## src/rtl/jvhs_pkg.sv

```systemverilog
`default_nettype none
// ---------------------------------------------------------------------------
// jvhs_pkg: shared types and constants of the joystick velocity and heading
// shaper.
// ---------------------------------------------------------------------------
package jvhs_pkg;

  typedef enum logic [3:0] {
    ST_IDLE,
    ST_SQX,
    ST_SQY,
    ST_HDG,
    ST_SQRT,
    ST_MULX,
    ST_MULY,
    ST_DIV,
    ST_FIN
  } state_t;

  typedef enum logic [0:0] {
    REG_SIDE_MODE   = 1'b0,
    REG_SPEED_LIMIT = 1'b1
  } reg_index_t;

  localparam logic [1:0] ROT_NONE  = 2'd0;
  localparam logic [1:0] ROT_LEFT  = 2'd1;
  localparam logic [1:0] ROT_RIGHT = 2'd2;

  localparam logic [1:0] SIDE_MODE_RESET   = ROT_LEFT;
  localparam logic [8:0] SPEED_LIMIT_RESET = 9'd255;

  localparam logic signed [9:0] FULL_SPEED = 10'sd255;
  localparam logic signed [9:0] DIAG_SPEED = 10'sd180;

  localparam logic [11:0] NEAR_LIMIT = 12'd700;

  // divide by five: multiply by 205, drop ten bits (exact below 1024)
  localparam logic [15:0] DIV5_MUL   = 16'd205;
  // divide by ten: multiply by 13, drop seven bits (exact below 69)
  localparam logic [9:0]  DIV10_MUL  = 10'd13;
  localparam logic [5:0]  TURN_STEPS = 6'd10;

  localparam logic signed [5:0]  TURN_STEPS_S = 6'sd10;
  localparam logic signed [13:0] FULL_TURN    = 14'sd3600;
  localparam logic signed [13:0] TOP_HEADING  = 14'sd3599;

  localparam logic [4:0] SQRT_STEPS = 5'd9;
  localparam logic [4:0] DIV_STEPS  = 5'd17;

endpackage : jvhs_pkg
`default_nettype wire

```

## src/rtl/joystick_velocity_heading_shaper.sv

```systemverilog
`default_nettype none
// ---------------------------------------------------------------------------
// joystick_velocity_heading_shaper: control sample to velocity and heading
//
// A sample transaction (sample_valid, sample_stall) carries a d-pad mask,
// the left stick, both triggers and a range reading. A result transaction
// (result_valid, result_stall) returns the shaped velocity, the heading
// target and the near flag, one result per sample.
// A sample runs from acceptance to the output register through the squares,
// the heading update, the nine-step bit-pair square root and, only when the
// vector exceeds the speed limit and is scaled, the seventeen-step restoring
// division of both axes by the root. One sample is in flight at a time;
// sample_stall is low only while the sequencer is idle, and a new sample is
// taken while the previous result still waits in the output register.
// If the receiver stalls, the result holds and the sequencer waits in its
// final step until the output register is free. The configuration channel
// is always ready; the user writes it only between samples, which the block
// does not enforce. Reset clears heading and turn remainder, sets side mode
// to left side and the speed limit to 255, and empties the output register.
// ---------------------------------------------------------------------------
module joystick_velocity_heading_shaper (
  input  wire                clk,
  input  wire                rst,
  input  wire                sample_valid,
  output logic               sample_stall,
  input  wire  [7:0]         dpad_mask,
  input  wire  signed [8:0]  stick_x,
  input  wire  signed [8:0]  stick_y,
  input  wire  [7:0]         trigger_right,
  input  wire  [7:0]         trigger_left,
  input  wire  [11:0]        distance_reading,
  output logic               result_valid,
  input  wire                result_stall,
  output logic signed [9:0]  vel_x,
  output logic signed [9:0]  vel_y,
  output logic [11:0]        heading_target,
  output logic               near_flag,
  input  wire                cfg_valid,
  output logic               cfg_ready,
  input  wire  [0:0]         cfg_index,
  input  wire  [8:0]         cfg_data
);
  import jvhs_pkg::*;

  state_t state, state_next;

  logic [1:0]  side_mode;
  logic [8:0]  speed_limit;

  logic signed [9:0] ux, uy, vx_c, vy_c, ax_c, ay_c;
  logic signed [8:0] tdiff_c;

  logic signed [9:0] vx_raw, vy_raw;
  logic [8:0]        ax, ay;
  logic              near;
  logic signed [8:0] tdiff;
  logic [5:0]        om_mag;
  logic              om_neg;
  logic [2:0]        q10;
  logic [3:0]        r10;

  logic [17:0] rad;
  logic [9:0]  sq_rem;
  logic [8:0]  sq_root;
  logic [16:0] nx, ny;
  logic [8:0]  rem_x, rem_y;
  logic [4:0]  cnt;
  logic        scaled;

  logic signed [4:0]  turn_rem;
  logic [11:0]        heading;

  logic [8:0]  mul_a, mul_b;
  logic [17:0] mul_p;

  logic [15:0] om_prod;
  logic [9:0]  q_prod;
  logic [2:0]  q10_c;
  logic [5:0]  q_times;

  logic signed [5:0]  r_s, rem_sum, tr_sum;
  logic signed [1:0]  inc;
  logic signed [3:0]  q_s;
  logic signed [13:0] hsum, hwrap;

  logic [11:0] sq_acc, sq_try;
  logic [9:0]  rx_sh, ry_sh, div_d;

  logic [9:0]        qx, qy;
  logic signed [9:0] fx, fy;
  logic              out_load;

  assign sample_stall = (state != ST_IDLE);
  assign cfg_ready    = 1'b1;
  assign out_load     = (state == ST_FIN) && (!result_valid || !result_stall);

  // direction decode and side rotation
  always_comb begin
    ux = 10'(stick_x);
    uy = 10'(stick_y);
    if (dpad_mask != 8'd0) begin
      ux = '0;
      uy = '0;
      if (dpad_mask[0]) begin
        uy = FULL_SPEED;
      end else if (dpad_mask[1]) begin
        uy = -FULL_SPEED;
      end else if (dpad_mask[2]) begin
        ux = -FULL_SPEED;
      end else if (dpad_mask[3]) begin
        ux = FULL_SPEED;
      end else if (dpad_mask[4]) begin
        ux = -DIAG_SPEED;
        uy = DIAG_SPEED;
      end else if (dpad_mask[5]) begin
        ux = DIAG_SPEED;
        uy = DIAG_SPEED;
      end else if (dpad_mask[6]) begin
        ux = -DIAG_SPEED;
        uy = -DIAG_SPEED;
      end else begin
        ux = DIAG_SPEED;
        uy = -DIAG_SPEED;
      end
    end
    unique case (side_mode)
      ROT_LEFT: begin
        vx_c = uy;
        vy_c = -ux;
      end
      ROT_RIGHT: begin
        vx_c = -uy;
        vy_c = ux;
      end
      default: begin
        vx_c = ux;
        vy_c = uy;
      end
    endcase
    ax_c    = vx_c[9] ? -vx_c : vx_c;
    ay_c    = vy_c[9] ? -vy_c : vy_c;
    tdiff_c = $signed({1'b0, trigger_right}) - $signed({1'b0, trigger_left});
  end

  // shared multiplier
  always_comb begin
    mul_a = ax;
    mul_b = ax;
    case (state)
      ST_SQY: begin
        mul_a = ay;
        mul_b = ay;
      end
      ST_MULX: begin
        mul_a = ax;
        mul_b = speed_limit;
      end
      ST_MULY: begin
        mul_a = ay;
        mul_b = speed_limit;
      end
      default: begin
        mul_a = ax;
        mul_b = ax;
      end
    endcase
    mul_p = 18'(mul_a) * 18'(mul_b);
  end

  // turn arithmetic
  always_comb begin
    om_prod = 16'(tdiff < 0 ? 8'(-tdiff) : tdiff[7:0]) * DIV5_MUL;
    q_prod  = 10'(om_mag) * DIV10_MUL;
    q10_c   = q_prod[9:7];
    q_times = 6'(q10_c) * TURN_STEPS;

    r_s     = om_neg ? -$signed({2'b00, r10}) : $signed({2'b00, r10});
    rem_sum = 6'(turn_rem) + r_s;
    if (rem_sum >= TURN_STEPS_S) begin
      inc    = 2'sd1;
      tr_sum = rem_sum - TURN_STEPS_S;
    end else if (rem_sum <= -TURN_STEPS_S) begin
      inc    = -2'sd1;
      tr_sum = rem_sum + TURN_STEPS_S;
    end else begin
      inc    = 2'sd0;
      tr_sum = rem_sum;
    end
    q_s  = om_neg ? -$signed({1'b0, q10}) : $signed({1'b0, q10});
    hsum = $signed({2'b00, heading}) + 14'(q_s) + 14'(inc);
    if (hsum < 0) begin
      hwrap = hsum + FULL_TURN;
    end else if (hsum > TOP_HEADING) begin
      hwrap = hsum - FULL_TURN;
    end else begin
      hwrap = hsum;
    end
  end

  // square root and divider steps, final velocity and near clamp
  always_comb begin
    sq_acc = {sq_rem, rad[17:16]};
    sq_try = {1'b0, sq_root, 2'b01};
    div_d  = {1'b0, sq_root};
    rx_sh  = {rem_x, nx[16]};
    ry_sh  = {rem_y, ny[16]};
    qx     = {1'b0, nx[8:0]};
    qy     = {1'b0, ny[8:0]};
    if (scaled) begin
      fx = vx_raw[9] ? -$signed(qx) : $signed(qx);
      fy = vy_raw[9] ? -$signed(qy) : $signed(qy);
    end else begin
      fx = vx_raw;
      fy = vy_raw;
    end
    if (near && !fy[9] && (fy != 10'sd0)) begin
      fy = 10'sd0;
    end
  end

  always_ff @(posedge clk) begin
    if (rst) begin
      state <= ST_IDLE;
    end else begin
      state <= state_next;
    end
  end

  always_comb begin
    state_next = state;
    unique case (state)
      ST_IDLE: begin
        if (sample_valid) begin
          state_next = ST_SQX;
        end
      end
      ST_SQX:  state_next = ST_SQY;
      ST_SQY:  state_next = ST_HDG;
      ST_HDG:  state_next = ST_SQRT;
      ST_SQRT: begin
        if (cnt == SQRT_STEPS - 5'd1) begin
          state_next = ST_MULX;
        end
      end
      ST_MULX: state_next = (sq_root > speed_limit) ? ST_MULY : ST_FIN;
      ST_MULY: state_next = ST_DIV;
      ST_DIV: begin
        if (cnt == DIV_STEPS - 5'd1) begin
          state_next = ST_FIN;
        end
      end
      ST_FIN: begin
        if (out_load) begin
          state_next = ST_IDLE;
        end
      end
      default: state_next = ST_IDLE;
    endcase
  end

  // configuration
  always_ff @(posedge clk) begin
    if (rst) begin
      side_mode   <= SIDE_MODE_RESET;
      speed_limit <= SPEED_LIMIT_RESET;
    end else if (cfg_valid && cfg_ready) begin
      unique case (reg_index_t'(cfg_index))
        REG_SIDE_MODE:   side_mode   <= cfg_data[1:0];
        REG_SPEED_LIMIT: speed_limit <= cfg_data;
        default: ;
      endcase
    end
  end

  // heading state
  always_ff @(posedge clk) begin
    if (rst) begin
      turn_rem <= '0;
      heading  <= '0;
    end else if (state == ST_HDG) begin
      turn_rem <= 5'(tr_sum);
      heading  <= hwrap[11:0];
    end
  end

  // datapath
  always_ff @(posedge clk) begin
    case (state)
      ST_IDLE: begin
        if (sample_valid) begin
          vx_raw <= vx_c;
          vy_raw <= vy_c;
          ax     <= ax_c[8:0];
          ay     <= ay_c[8:0];
          near   <= (distance_reading < NEAR_LIMIT);
          tdiff  <= tdiff_c;
          om_neg <= tdiff_c[8];
        end
      end
      ST_SQX: begin
        rad    <= mul_p;
        om_mag <= om_prod[15:10];
      end
      ST_SQY: begin
        rad     <= rad + mul_p;
        q10     <= q10_c;
        r10     <= 4'(om_mag - q_times);
        sq_rem  <= '0;
        sq_root <= '0;
      end
      ST_HDG: begin
        cnt <= '0;
      end
      ST_SQRT: begin
        cnt <= cnt + 5'd1;
        rad <= {rad[15:0], 2'b00};
        if (sq_acc >= sq_try) begin
          sq_rem  <= 10'(sq_acc - sq_try);
          sq_root <= {sq_root[7:0], 1'b1};
        end else begin
          sq_rem  <= sq_acc[9:0];
          sq_root <= {sq_root[7:0], 1'b0};
        end
      end
      ST_MULX: begin
        nx     <= mul_p[16:0];
        scaled <= (sq_root > speed_limit);
      end
      ST_MULY: begin
        ny    <= mul_p[16:0];
        rem_x <= '0;
        rem_y <= '0;
        cnt   <= '0;
      end
      ST_DIV: begin
        cnt <= cnt + 5'd1;
        if (rx_sh >= div_d) begin
          rem_x <= 9'(rx_sh - div_d);
          nx    <= {nx[15:0], 1'b1};
        end else begin
          rem_x <= rx_sh[8:0];
          nx    <= {nx[15:0], 1'b0};
        end
        if (ry_sh >= div_d) begin
          rem_y <= 9'(ry_sh - div_d);
          ny    <= {ny[15:0], 1'b1};
        end else begin
          rem_y <= ry_sh[8:0];
          ny    <= {ny[15:0], 1'b0};
        end
      end
      default: ;
    endcase
  end

  // output register
  always_ff @(posedge clk) begin
    if (rst) begin
      result_valid <= 1'b0;
    end else if (out_load) begin
      result_valid <= 1'b1;
    end else if (!result_stall) begin
      result_valid <= 1'b0;
    end
  end

  always_ff @(posedge clk) begin
    if (out_load) begin
      vel_x          <= fx;
      vel_y          <= fy;
      heading_target <= heading;
      near_flag      <= near;
    end
  end

endmodule : joystick_velocity_heading_shaper
`default_nettype wire
```

## config.mk

```make
export PLATFORM = sky130hd
export DESIGN_NAME = joystick_velocity_heading_shaper
export DESIGN_NICKNAME = d
export VERILOG_FILES = /design/src/rtl/jvhs_pkg.sv /design/src/rtl/joystick_velocity_heading_shaper.sv
export SDC_FILE = /design/constraint.sdc
export NUM_CORES = 1
export LEC_CHECK = 0
export BUFFER_PORTS_ARGS = -buffer_cell sky130_fd_sc_hd__buf_2
export CAP_MARGIN = 15
export CORE_UTILIZATION = 62
export DETAILED_ROUTE_END_ITERATION = 10
export GPL_ROUTABILITY_DRIVEN = 0
export PLACE_DENSITY = 0.81
export SYNTH_ARGS = -nofsm -noshare
export SYNTH_HDL_FRONTEND = slang
export SYNTH_SLANG_ARGS = --single-unit
```

## constraint.sdc

```tcl
create_clock -name clk -period 23.4 [get_ports clk]
set_clock_uncertainty 0.05 [all_clocks]
set_input_delay 2.34 -clock clk [delete_from_list [all_inputs] [get_ports clk]]
set_output_delay 2.34 -clock clk [all_outputs]
set_load 0.05 [all_outputs]
```

Yosys cells after proc, flatten, opt, wreduce, memory -nomap -nowiden
Index checks and enable logic that the tools add are counted.

Bits in registers: 223. Latch bits: 0. RAM bits: 0. ROM bits: 0. Input port bits: 69. Output and inout port bits: 36. Logic and storage cells: 164. Memories: 0.

Add/sub/neg operators: 23. Multipliers: 4. Div/mod/pow operators: 0. Order comparisons: 10. Eq/ne operators: 17. Shifts and indexed selects: 0. Mux-type cells: 56. Bitwise logic cells: 1. Reductions and logical operators: 24.

Operators by type and width (number): two-way mux 10 bit (20); one-hot mux 9 bit (2 select lines) (4); one-hot mux 17 bit (2 select lines) (2); one-hot mux 10 bit (2 select lines) (3); one-hot mux 18 bit (3 select lines) (1); two-way mux 9 bit (5); one-hot mux 4 bit (9 select lines) (1); two-way mux 12 bit (2); two-way mux 4 bit (6); >= comparator 10 x 9 -> 1 bit (2); negation 10 bit (2); negation 9 -> 10 bit (2); adder 18 bit (1); multiplier 9 x 9 -> 18 bit (1); negation 9 bit (2); subtractor 9 bit (2); == test 4 x 3 -> 1 bit, second input constant (4); multiplier 8 x 8 -> 16 bit, second input constant (1); adder 13 x 4 -> 14 bit (1); adder 14 x 2 -> 14 bit (1); greater-than comparator 14 x 13 -> 1 bit, second input constant (1); less-than comparator 14 x 1 -> 1 bit, second input constant (1); adder 12 x 10 -> 12 bit, second input constant (1); >= comparator 12 x 11 -> 1 bit (1); other kinds (46) (68).

Depth between registers and ports, before layout
Gate-level depths: netlist (run 1).

Depth after elaboration: 12. Depth in mapped cells: 34. Depth with buffers taken out: 31.

Worst setup path after synthesis (run 1)
Ideal clock, no wire load.

Path kind: register -> register. Start point: register state[0]. End point: register rad[17], data pin. Setup time: 268 ps. Arrival time: 7324 ps. Data required time: 23082 ps. Path slack: 15758 ps. Stages on the path, launching flop included: 32. Buffers on the path: 3. Clock period less this slack: 7642 ps. Path through: dfxtp_1 -> clkbuf_1 -> nor2_1 -> and2_1 -> clkbuf_1 -> nand2b_1 -> clkinv_1 -> clkbuf_1 -> a22oi_1 -> and2_1 -> nor2_1 -> fa_1 -> fa_1 -> fa_1 -> inv_1 -> fa_1 -> inv_1 -> ha_1 -> or2_2 -> a21oi_1 -> nor3_1 -> a2111oi_0 -> xnor2_1 -> inv_1 -> ha_1 -> a21oi_1 -> a31oi_1 -> a21o_1 -> a21oi_1 -> xnor2_1 -> xnor2_1 -> o21ai_0.

Longest elaborated chain between the ends: 6. Elaborated cells between the ends (all ways): 12. Those cells by class: 1 x add/sub; 1 x mul; 5 x eq/ne; 3 x mux; 2 x reduce/logical.

RTL lines: start, declared (RTL line joystick_velocity_heading_shaper.sv:45) `state_t state, state_next;`; start signal, assigned (RTL line joystick_velocity_heading_shaper.sv:225) `state <= state_next;`; == test 4 x 3 -> 1 bit or == test 4 x 2 -> 1 bit (tied branches) (RTL line joystick_velocity_heading_shaper.sv:149, joystick_velocity_heading_shaper.sv:288); OR reduction 2 bit (no line); one-hot mux 9 bit (2 select lines) or two-way mux 9 bit (tied branches) (RTL line joystick_velocity_heading_shaper.sv:149) `case (state)`; multiplier 9 x 9 -> 18 bit (RTL line joystick_velocity_heading_shaper.sv:167) `mul_p = 18'(mul_a) * 18'(mul_b);`; adder 18 bit (RTL line joystick_velocity_heading_shaper.sv:305) `rad <= rad + mul_p;`; one-hot mux 18 bit (3 select lines) * (RTL line joystick_velocity_heading_shaper.sv:288) `case (state)`; end signal, assigned (RTL line joystick_velocity_heading_shaper.sv:301) `rad <= mul_p;`; end signal, assigned (RTL line joystick_velocity_heading_shaper.sv:305); end signal, assigned (RTL line joystick_velocity_heading_shaper.sv:316) `rad <= {rad[15:0], 2'b00};`; end, declared (RTL line joystick_velocity_heading_shaper.sv:62) `logic [17:0] rad;`.

Mark *: on every way between the ends. The rest lies on a longest branch, timed or not. A chain may end at the register's enable or synchronous reset.

Final worst setup path (run 1)
Ends and elaborated chain as after synthesis.

==> results of run 1 <==
cell type report:
type                            count  area [µm²]  area share, %
Multi-Input combinational cell   1495       11400           55.8
Sequential cell                   220        6280           30.6
Inverter                          223         837           4.09
Clock buffer                       34         743           3.63
Timing Repair Buffer              109         578           2.82
Tap cell                          390         488           2.38
Clock inverter                     14         120          0.586
cells by family (layout without fill, tap and decap cells):
| family | after synthesis | in the layout | synth area share (%) |
|---|---|---|---|
| and+or+nand+nor | 612 | 612 | 15.4 |
| AOI/OAI and AO/OA | 425 | 425 | 15.3 |
| buffers and inverters | 280 | 380 | 5.65 |
| adders and majority gates | 276 | 276 | 21.3 |
| DFF | 220 | 220 | 33.5 |
| xor gates and xnor gates | 137 | 137 | 6.40 |
| muxes | 44 | 44 | 2.43 |
| other | 1 | 1 | 0.0200 |
final timing paths:
path               startpoint     endpoint  slack [ns]  cells past startpoint
setup / recovery     state[0]      rad[17]       13.90                     27
hold / removal    turn_rem[0]  turn_rem[0]        0.41                      2
setup reg to reg     state[0]      rad[17]       13.90                     27
hold reg to reg   turn_rem[0]  turn_rem[0]        0.41                      2
sequential cells by signal, indices dropped and copies added (netlist names), 2 cells and up:
register / cells
rem_y: 9
side_mode: 2
om_mag: 6
rem_x: 9
sq_root: 9
ax: 8
nx: 17
heading: 12
vy_raw: 10
vel_y: 10
vel_x: 10
rad: 18
sq_rem: 10
heading_target: 12
vx_raw: 10
ay: 8
ny: 17
q10: 3
turn_rem: 5
speed_limit: 9
cnt: 5
r10: 4
state: 4
tdiff: 9
layer usage:
| metal | part of all wire, % | up-vias | GRT usage [%] |
|---|---|---|---|
| met2 | 48 | 593 | 49.3 |
| met3 | 7.3 | 131 | 4.69 |
| met4 | 3.4 | 0 | 10.8 |
| met5 | 0 | - | 0 |
| met1 | 42 | 7171 | 37.1 |
| li1 | - | 7146 | - |
synth_stat cells, drive strengths merged, types with 32 or more instances:
library cell and n:
nor2b 34, xor2 53, clkbuf 50, mux2i 32, a21o 51, dfxtp 33
nor2 174, edfxtp 187, fa 73, a21oi 106, xnor2 84, o21ai 82
ha 203, inv 221, nor3 41, nand2 207
worst max-delay path, delay by kind of cell, from the launching register on:
| kind | cells | cell delay, ns |
|---|---|---|
| flops | 1 | 0.54 |
| xor+xnor | 3 | 0.77 |
| compound gates | 7 | 1.87 |
| simple gates | 7 | 2.08 |
| fa+ha+maj | 6 | 2.77 |
| buf+inv | 4 | 1.10 |
stage by stage:
stage,std cells,cell area [µm²],hold slack [ns]
after floorplan,1995,18800,0.376
after global placement,2435,19600,0.385
after detailed placement,2435,19600,0.405
after CTS,2483,20500,0.413
after global routing,2485,20500,0.433
final,2485,20500,0.409
==> out/qor.yml, run 1 <==
period_needed_ns: 9.50
setup_viol: 0
syn_inst: 1995
slew_viol_final: 0
rows: 63
clkLatencyLatePin_ns: 0.54
clkSlewWorstSetupHoldPaths_ns: 0.06
hpwl_um: 33100
path_max_fanout: 23
cts_resized: 0
cp.arrival_ns: 9.71
tritoncts: "built"
cpPeakStageDelay_ns: 0.90
ys_types: 82
synth_area_um2: 18800
min_path_type: "register to register"
drc: 0
cts_inserted_buffers: 26
first_pass_iters: 5
worst_slew_pin_slew_ns: 1.12
ys_seq_elements: 220
routedWlPerCell_um: 17.7
vias: 15000
crit_required_ns: 23.61
crit_type: "register to register"
dieHeight_um: 176
synth_seq_area_share_pct: 33.5
clock_path_buffers: 3
finalHoldViolations: 0
grt_pass1_wl_um: 72600
synth_async_sr_flop_share_pct: 0
diodes: 0
place_ws_ns: 14.03
syn2layout_area_growth_pct: 9.19
drive_above_1_share_pct: 9.16
slew_headroom_pct: 25.1
max_cap_viol_count: 0
status: "complete, no violations"
fin_util_pct: 68.9
clock.fmax_mhz: 105
layout_commonest_cell: "inv_1"
timing.setup.tns_ns: 0
hold_buffers: 0
rsz0062_at_grt: "false"
initial_core_util_pct: 63.1
yosysTopAreaCellShare_pct: 29.9
path_common_cell: "fa_1"
cp_slowest_cell: "clkinv_1"
grt_max_degree: 47
grt_remaining_overflow: 0
grt_pass1_vias: 15100
startpoint_type: "register"
final_cell_mix: "220 x inv_1, 207 x nand2_1, 203 x ha_1, 187 x edfxtp_1, 174 x nor2_1"
post-route-period-util_pct: 40.6
synth.avg_cell_area_um2: 9.40
cts.sinks: 220
yosys_warnings: 0
viasPerCell: 6.05
final_nets: 2420
htree_levels: 1
io_pins: 105
syn_nets: 2340
yosys-top-cells-area: "edfxtp_1 30%, ha_1 14%, fa_1 7.8%"
die_width_um: 176
post-cts-setup-buffers: 0
ant_nets: 0
fill_cells: 2211
yosys.area.top_type: "edfxtp_1"
antenna_found_initial: 0
setup_slack_ns: 13.90
die_area_um2: 31000
routed_wirelength_um: 43900
grt_use_total_pct: 28.9
cts-root-buf: "clkbuf_16"
synth_edf_count: 187
critPathCaptureType: "register"
drt_iter0_drc: 1396
yosys_most_used_dff: "edfxtp_1"
core_area_um2: 29700
io_buffers: 101
Power of run 1 is not shown: default switching activity piles up to over one toggle a cycle in this logic, so the estimate is an artifact.
==> run 2: changes to the inputs <==
--- a/config.mk
+++ b/config.mk
@@ -5,6 +5,7 @@
 export SDC_FILE = /design/constraint.sdc
 export NUM_CORES = 1
 export LEC_CHECK = 0
+export ABC_AREA = 1
 export BUFFER_PORTS_ARGS = -buffer_cell sky130_fd_sc_hd__buf_2
 export CAP_MARGIN = 15
 export CORE_UTILIZATION = 62
==> constraint.sdc (replaced) <==
create_clock -name clk -period 9.45 [get_ports clk]
set_clock_uncertainty 0.05 [all_clocks]
set_input_delay 0.945 -clock clk [delete_from_list [all_inputs] [get_ports clk]]
set_output_delay 0.945 -clock clk [all_outputs]
set_load 0.05 [all_outputs]
==> out/qor.yml, run 2 <==
status: "complete, no violations"
dieHeight_um: 178
core_area_um2: 30500
initial_core_util_pct: 62.9
slew_viol_final: 0
startpoint_type: "register"
ys_types: 62
min_path_type: "register to register"
syn2layout_area_growth_pct: 9.30
finalHoldViolations: 0
clock_path_buffers: 3
drc: 0
grt_remaining_overflow: 0
ys_seq_elements: 220
yosys-top-cells-area: "edfxtp_1 29%, ha_1 13%, nand2_1 10%"
grt_pass1_wl_um: 75500
syn_nets: 2735
drt_iter0_drc: 1468
die_area_um2: 31600
cts_inserted_buffers: 25
multi_input_area_um2: 11000
io_pins: 105
cp.arrival_ns: 8.56
grt_max_degree: 47
final_cell_mix: "523 x nand2_1, 446 x inv_1, 203 x ha_1, 187 x edfxtp_1, 157 x nor2_1"
synth_area_um2: 19200
crit_required_ns: 9.64
clock.fmax_mhz: 119
diodes: 0
synth_seq_area_share_pct: 32.7
synthMuxAreaShare_pct: 0.104
synth_most_common_cell: "nand2_1"
layout_commonest_cell: "nand2_1"
setup_viol: 0
die_width_um: 178
synthXorXnorAreaFrac_pct: 4.70
fill_cells: 2443
yosys.area.top_type: "edfxtp_1"
synthAdderAreaFrac_pct: 20.9
clkSlewWorstSetupHoldPaths_ns: 0.06
synthSimpleGateAreaFrac_pct: 19.2
rsz0062_at_grt: "false"
routed_wirelength_um: 45800
synth_compound_area_share_pct: 12.5
cts_resized: 0
rows: 64
clkLatencyLatePin_ns: 0.54
ys_top_cells_by_count: "523 x nand2_1, 446 x inv_1, 203 x ha_1"
period_needed_ns: 8.37
grt_pass1_vias: 16200
final_nets: 2831
critPathCaptureType: "register"
cpPeakStageDelay_ns: 0.55
cts.sinks: 220
synth_edf_count: 187
first_pass_iters: 6
synth.avg_cell_area_um2: 8.02
tritoncts: "built"
slew_headroom_pct: 23.5
yosysTopAreaCellShare_pct: 29.3
post-cts-setup-buffers: 0
synth_async_sr_flop_share_pct: 0
crit_type: "register to register"
synth_top_family_by_area: "adder cells"
grt_use_total_pct: 29.5
htree_levels: 1
largest_registers: "rad x18, nx x17, ny x17"
regToRegSetupSlack_ns: 1.08
viasPerCell: 5.66
hold_buffers: 0
cp_slowest_cell: "fa_1"
drive_above_1_share_pct: 8.62
routedWlPerCell_um: 15.8
largest_reg_flops: 18
yosys_warnings: 0
antenna_found_initial: 0
path_common_cell: "inv_1"
timing.setup.tns_ns: 0
io_buffers: 101
syn_inst: 2390
max_cap_viol_count: 0
register_area_um2: 6280
ant_nets: 0
path_max_fanout: 22
vias: 16400
yosys_most_used_dff: "edfxtp_1"
top_register: "rad"
post-route-period-util_pct: 88.6
worst_slew_pin_slew_ns: 1.14
cts-root-buf: "clkbuf_16"
hpwl_um: 34900
[run 2: changes by cell type after synthesis, moves of 46 or more]
cell | previous run | this run
a21o_1 | 51 | 5
a21oi_1 | 104 | 150
inv_1 | 220 | 446
nand2_1 | 207 | 523
nand3_1 | 23 | 103
o21ai_0 | 80 | 131
xnor2_1 | 84 | 19
[run 2: cells by family (layout without fill, tap and decap cells)]
| kind of cell | count (synthesis) | after routing |
|---|---|---|
| flops | 220 | 220 |
| other cells | 1 | 1 |
| simple gates | 880 | 880 |
| buf+inv | 498 | 613 |
| xor+xnor | 103 | 103 |
| mux | 2 | 2 |
| fa+ha+maj | 276 | 276 |
| compound gates | 410 | 410 |
[run 2: area by class of cell]
type                       instances  share of cell area (%)
inverter                         458                    8.20
tap                              396                    2.36
clock buffer                      33                    3.27
multi-input combinational       1672                    52.7
clock inverter                    13                   0.842
sequential                       220                    29.9
timing repair buffer             109                    2.70
[run 2: final timing paths]
check | startpoint | to | cells past startpoint
max | state[1] | rad[14] | 33
min | heading[2] | heading_target[2] | 0
max reg2reg | state[1] | rad[14] | 33
min reg2reg | heading[2] | heading_target[2] | 0
[run 2: stage by stage]
step	setup WS (ns)	hold slack, ns	area [µm²]	util (%)	std cells
CTS	1.29	0.409	21000	68.7	2901
global route	0.662	0.428	21000	68.7	2901
global placement	1.48	0.405	20100	65.9	2855
finish	1.08	0.413	21000	68.7	2901
floorplan	2.21	0.373	19200	-	2390
detailed placement	1.31	0.400	20100	65.9	2855
[run 2: critical path: cells and delay by family, from the launching register on]
family	cells	cell delay, ns
flops	1	0.41
simple gates	10	1.67
fa+ha+maj	6	2.82
buf+inv	8	1.37
xor+xnor	1	0.35
compound gates	8	1.40
[run 2: routing by layer]
metal,global-route usage [%],up-vias,share of wire [%]
li1,-,8018,-
met1,38.3,7697,43
met2,50.7,571,48
met3,2.85,127,6.0
met4,11.4,0,3.5
met5,0,-,0
Power of run 2 is left out for the same reason.
==> run 3: changes to the inputs <==
--- a/config.mk
+++ b/config.mk
@@ -8,6 +8,7 @@
 export ABC_AREA = 1
 export BUFFER_PORTS_ARGS = -buffer_cell sky130_fd_sc_hd__buf_2
 export CAP_MARGIN = 15
+export CORE_ASPECT_RATIO = 0.8
 export CORE_UTILIZATION = 62
 export DETAILED_ROUTE_END_ITERATION = 10
 export GPL_ROUTABILITY_DRIVEN = 0
==> out/qor.yml, run 3 (synthesis gave the netlist of run 2 again) <==
cpPeakStageDelay_ns: 0.54
initial_core_util_pct: 63.1
hold_buffers: 0
setup_viol: 0
post-cts-setup-buffers: 0
ant_nets: 0
regToRegSetupSlack_ns: 1.43
rsz0062_at_grt: "false"
finalHoldViolations: 0
grt_remaining_overflow: 0
status: "complete, no violations"
crit_type: "register to register"
reg2regPathDepth: 31
hpwl_um: 35000
largest_reg_flops: 18
clock.fmax_mhz: 125
grt_pass1_wl_um: 75400
antenna_found_initial: 0
path_max_fanout: 17
drive_above_1_share_pct: 8.51
tritoncts: "built"
r2r_end: "rad[16]"
clock_path_buffers: 3
cts_resized: 0
largest_registers: "rad x18, nx x17, ny x17"
first_pass_iters: 6
final_cell_mix: "523 x nand2_1, 446 x inv_1, 203 x ha_1, 187 x edfxtp_1, 157 x nor2_1"
vias: 16400
top_register: "rad"
fill_cells: 2423
final_nets: 2831
reg2reg_from: "state[1]"
slew_headroom_pct: 24.5
die_width_um: 199
cts_inserted_buffers: 24
cp_slowest_cell: "fa_1"
timing.setup.tns_ns: 0
grt_pass1_vias: 15600
rows: 57
layout_commonest_cell: "nand2_1"
core_area_um2: 30400
syn2layout_area_growth_pct: 9.42
startpoint_type: "register"
critPathCaptureType: "register"
die_area_um2: 31600
routedWlPerCell_um: 15.8
cts.sinks: 220
drt_iter0_drc: 1525
drc: 0
min_path_type: "register to register"
htree_levels: 1
cp.arrival_ns: 8.25
crit_required_ns: 9.68
path_common_cell: "inv_1"
cts-root-buf: "clkbuf_16"
clkLatencyLatePin_ns: 0.53
grt_use_total_pct: 29.6
io_pins: 105
crit_start: "state[1]"
period_needed_ns: 8.02
clkSlewWorstSetupHoldPaths_ns: 0.07
post-route-period-util_pct: 84.9
dieHeight_um: 159
diodes: 0
io_buffers: 101
max_cap_viol_count: 0
worst_slew_pin_slew_ns: 1.13
cp-endpoint: "rad[16]"
slew_viol_final: 0
grt_max_degree: 47
routed_wirelength_um: 46000
viasPerCell: 5.63
==> run 3: routing by layer <==
metal	GRT usage [%]	part of all wire, %
met5	0	0
met4	8.43	3.0
met3	5.13	8.7
met2	47.8	45
met1	40.8	44
==> run 3: cell type report <==
class                           instances  area [µm²]  area share [%]
Multi-Input combinational cell       1672       11000            52.6
Tap cell                              413         517            2.46
Timing Repair Buffer                  110         593            2.83
Inverter                              458        1720            8.19
Sequential cell                       220        6280            29.9
Clock buffer                           31         668            3.18
Clock inverter                         13         168           0.799
==> run 3: per-stage QoR <==
| stage | setup slack, ns | instances | cell area, µm² | hold slack [ns] | util (%) |
|---|---|---|---|---|---|
| final | 1.43 | 2917 | 21000 | 0.426 | 69.1 |
| after global routing | 0.848 | 2917 | 21000 | 0.437 | 69.1 |
| after floorplan | 2.21 | 2390 | 19200 | 0.373 | - |
| after CTS | 1.58 | 2916 | 21000 | 0.424 | 69.0 |
| after global placement | 1.88 | 2872 | 20100 | 0.397 | 66.2 |
| after detailed placement | 1.62 | 2872 | 20100 | 0.404 | 66.2 |
==> run 3: how the worst min path moves through the flow <==
stage / startpoint / endpoint / slack [ns] / cells after the start
floorplan: near / near_flag / 0.37 / 0
global placement: heading[2] / heading_target[2] / 0.40 / 0
detailed placement: heading[2] / heading_target[2] / 0.40 / 0
CTS: near / near_flag / 0.42 / 0
global route: near / near_flag / 0.44 / 0
finish: heading[2] / heading_target[2] / 0.43 / 0
==> run 3: critical path, delay by kind of cell, from the launching register on <==
family | cells | cell delay (ns)
AO/OA/AOI/OAI | 7 | 1.40
flip-flops | 1 | 0.40
XOR/XNOR | 1 | 0.48
buffers and inverters | 6 | 0.90
adder cells (fa/ha/maj) | 6 | 2.82
AND/OR/NAND/NOR | 11 | 1.70
Power of run 3 is left out for the same reason.
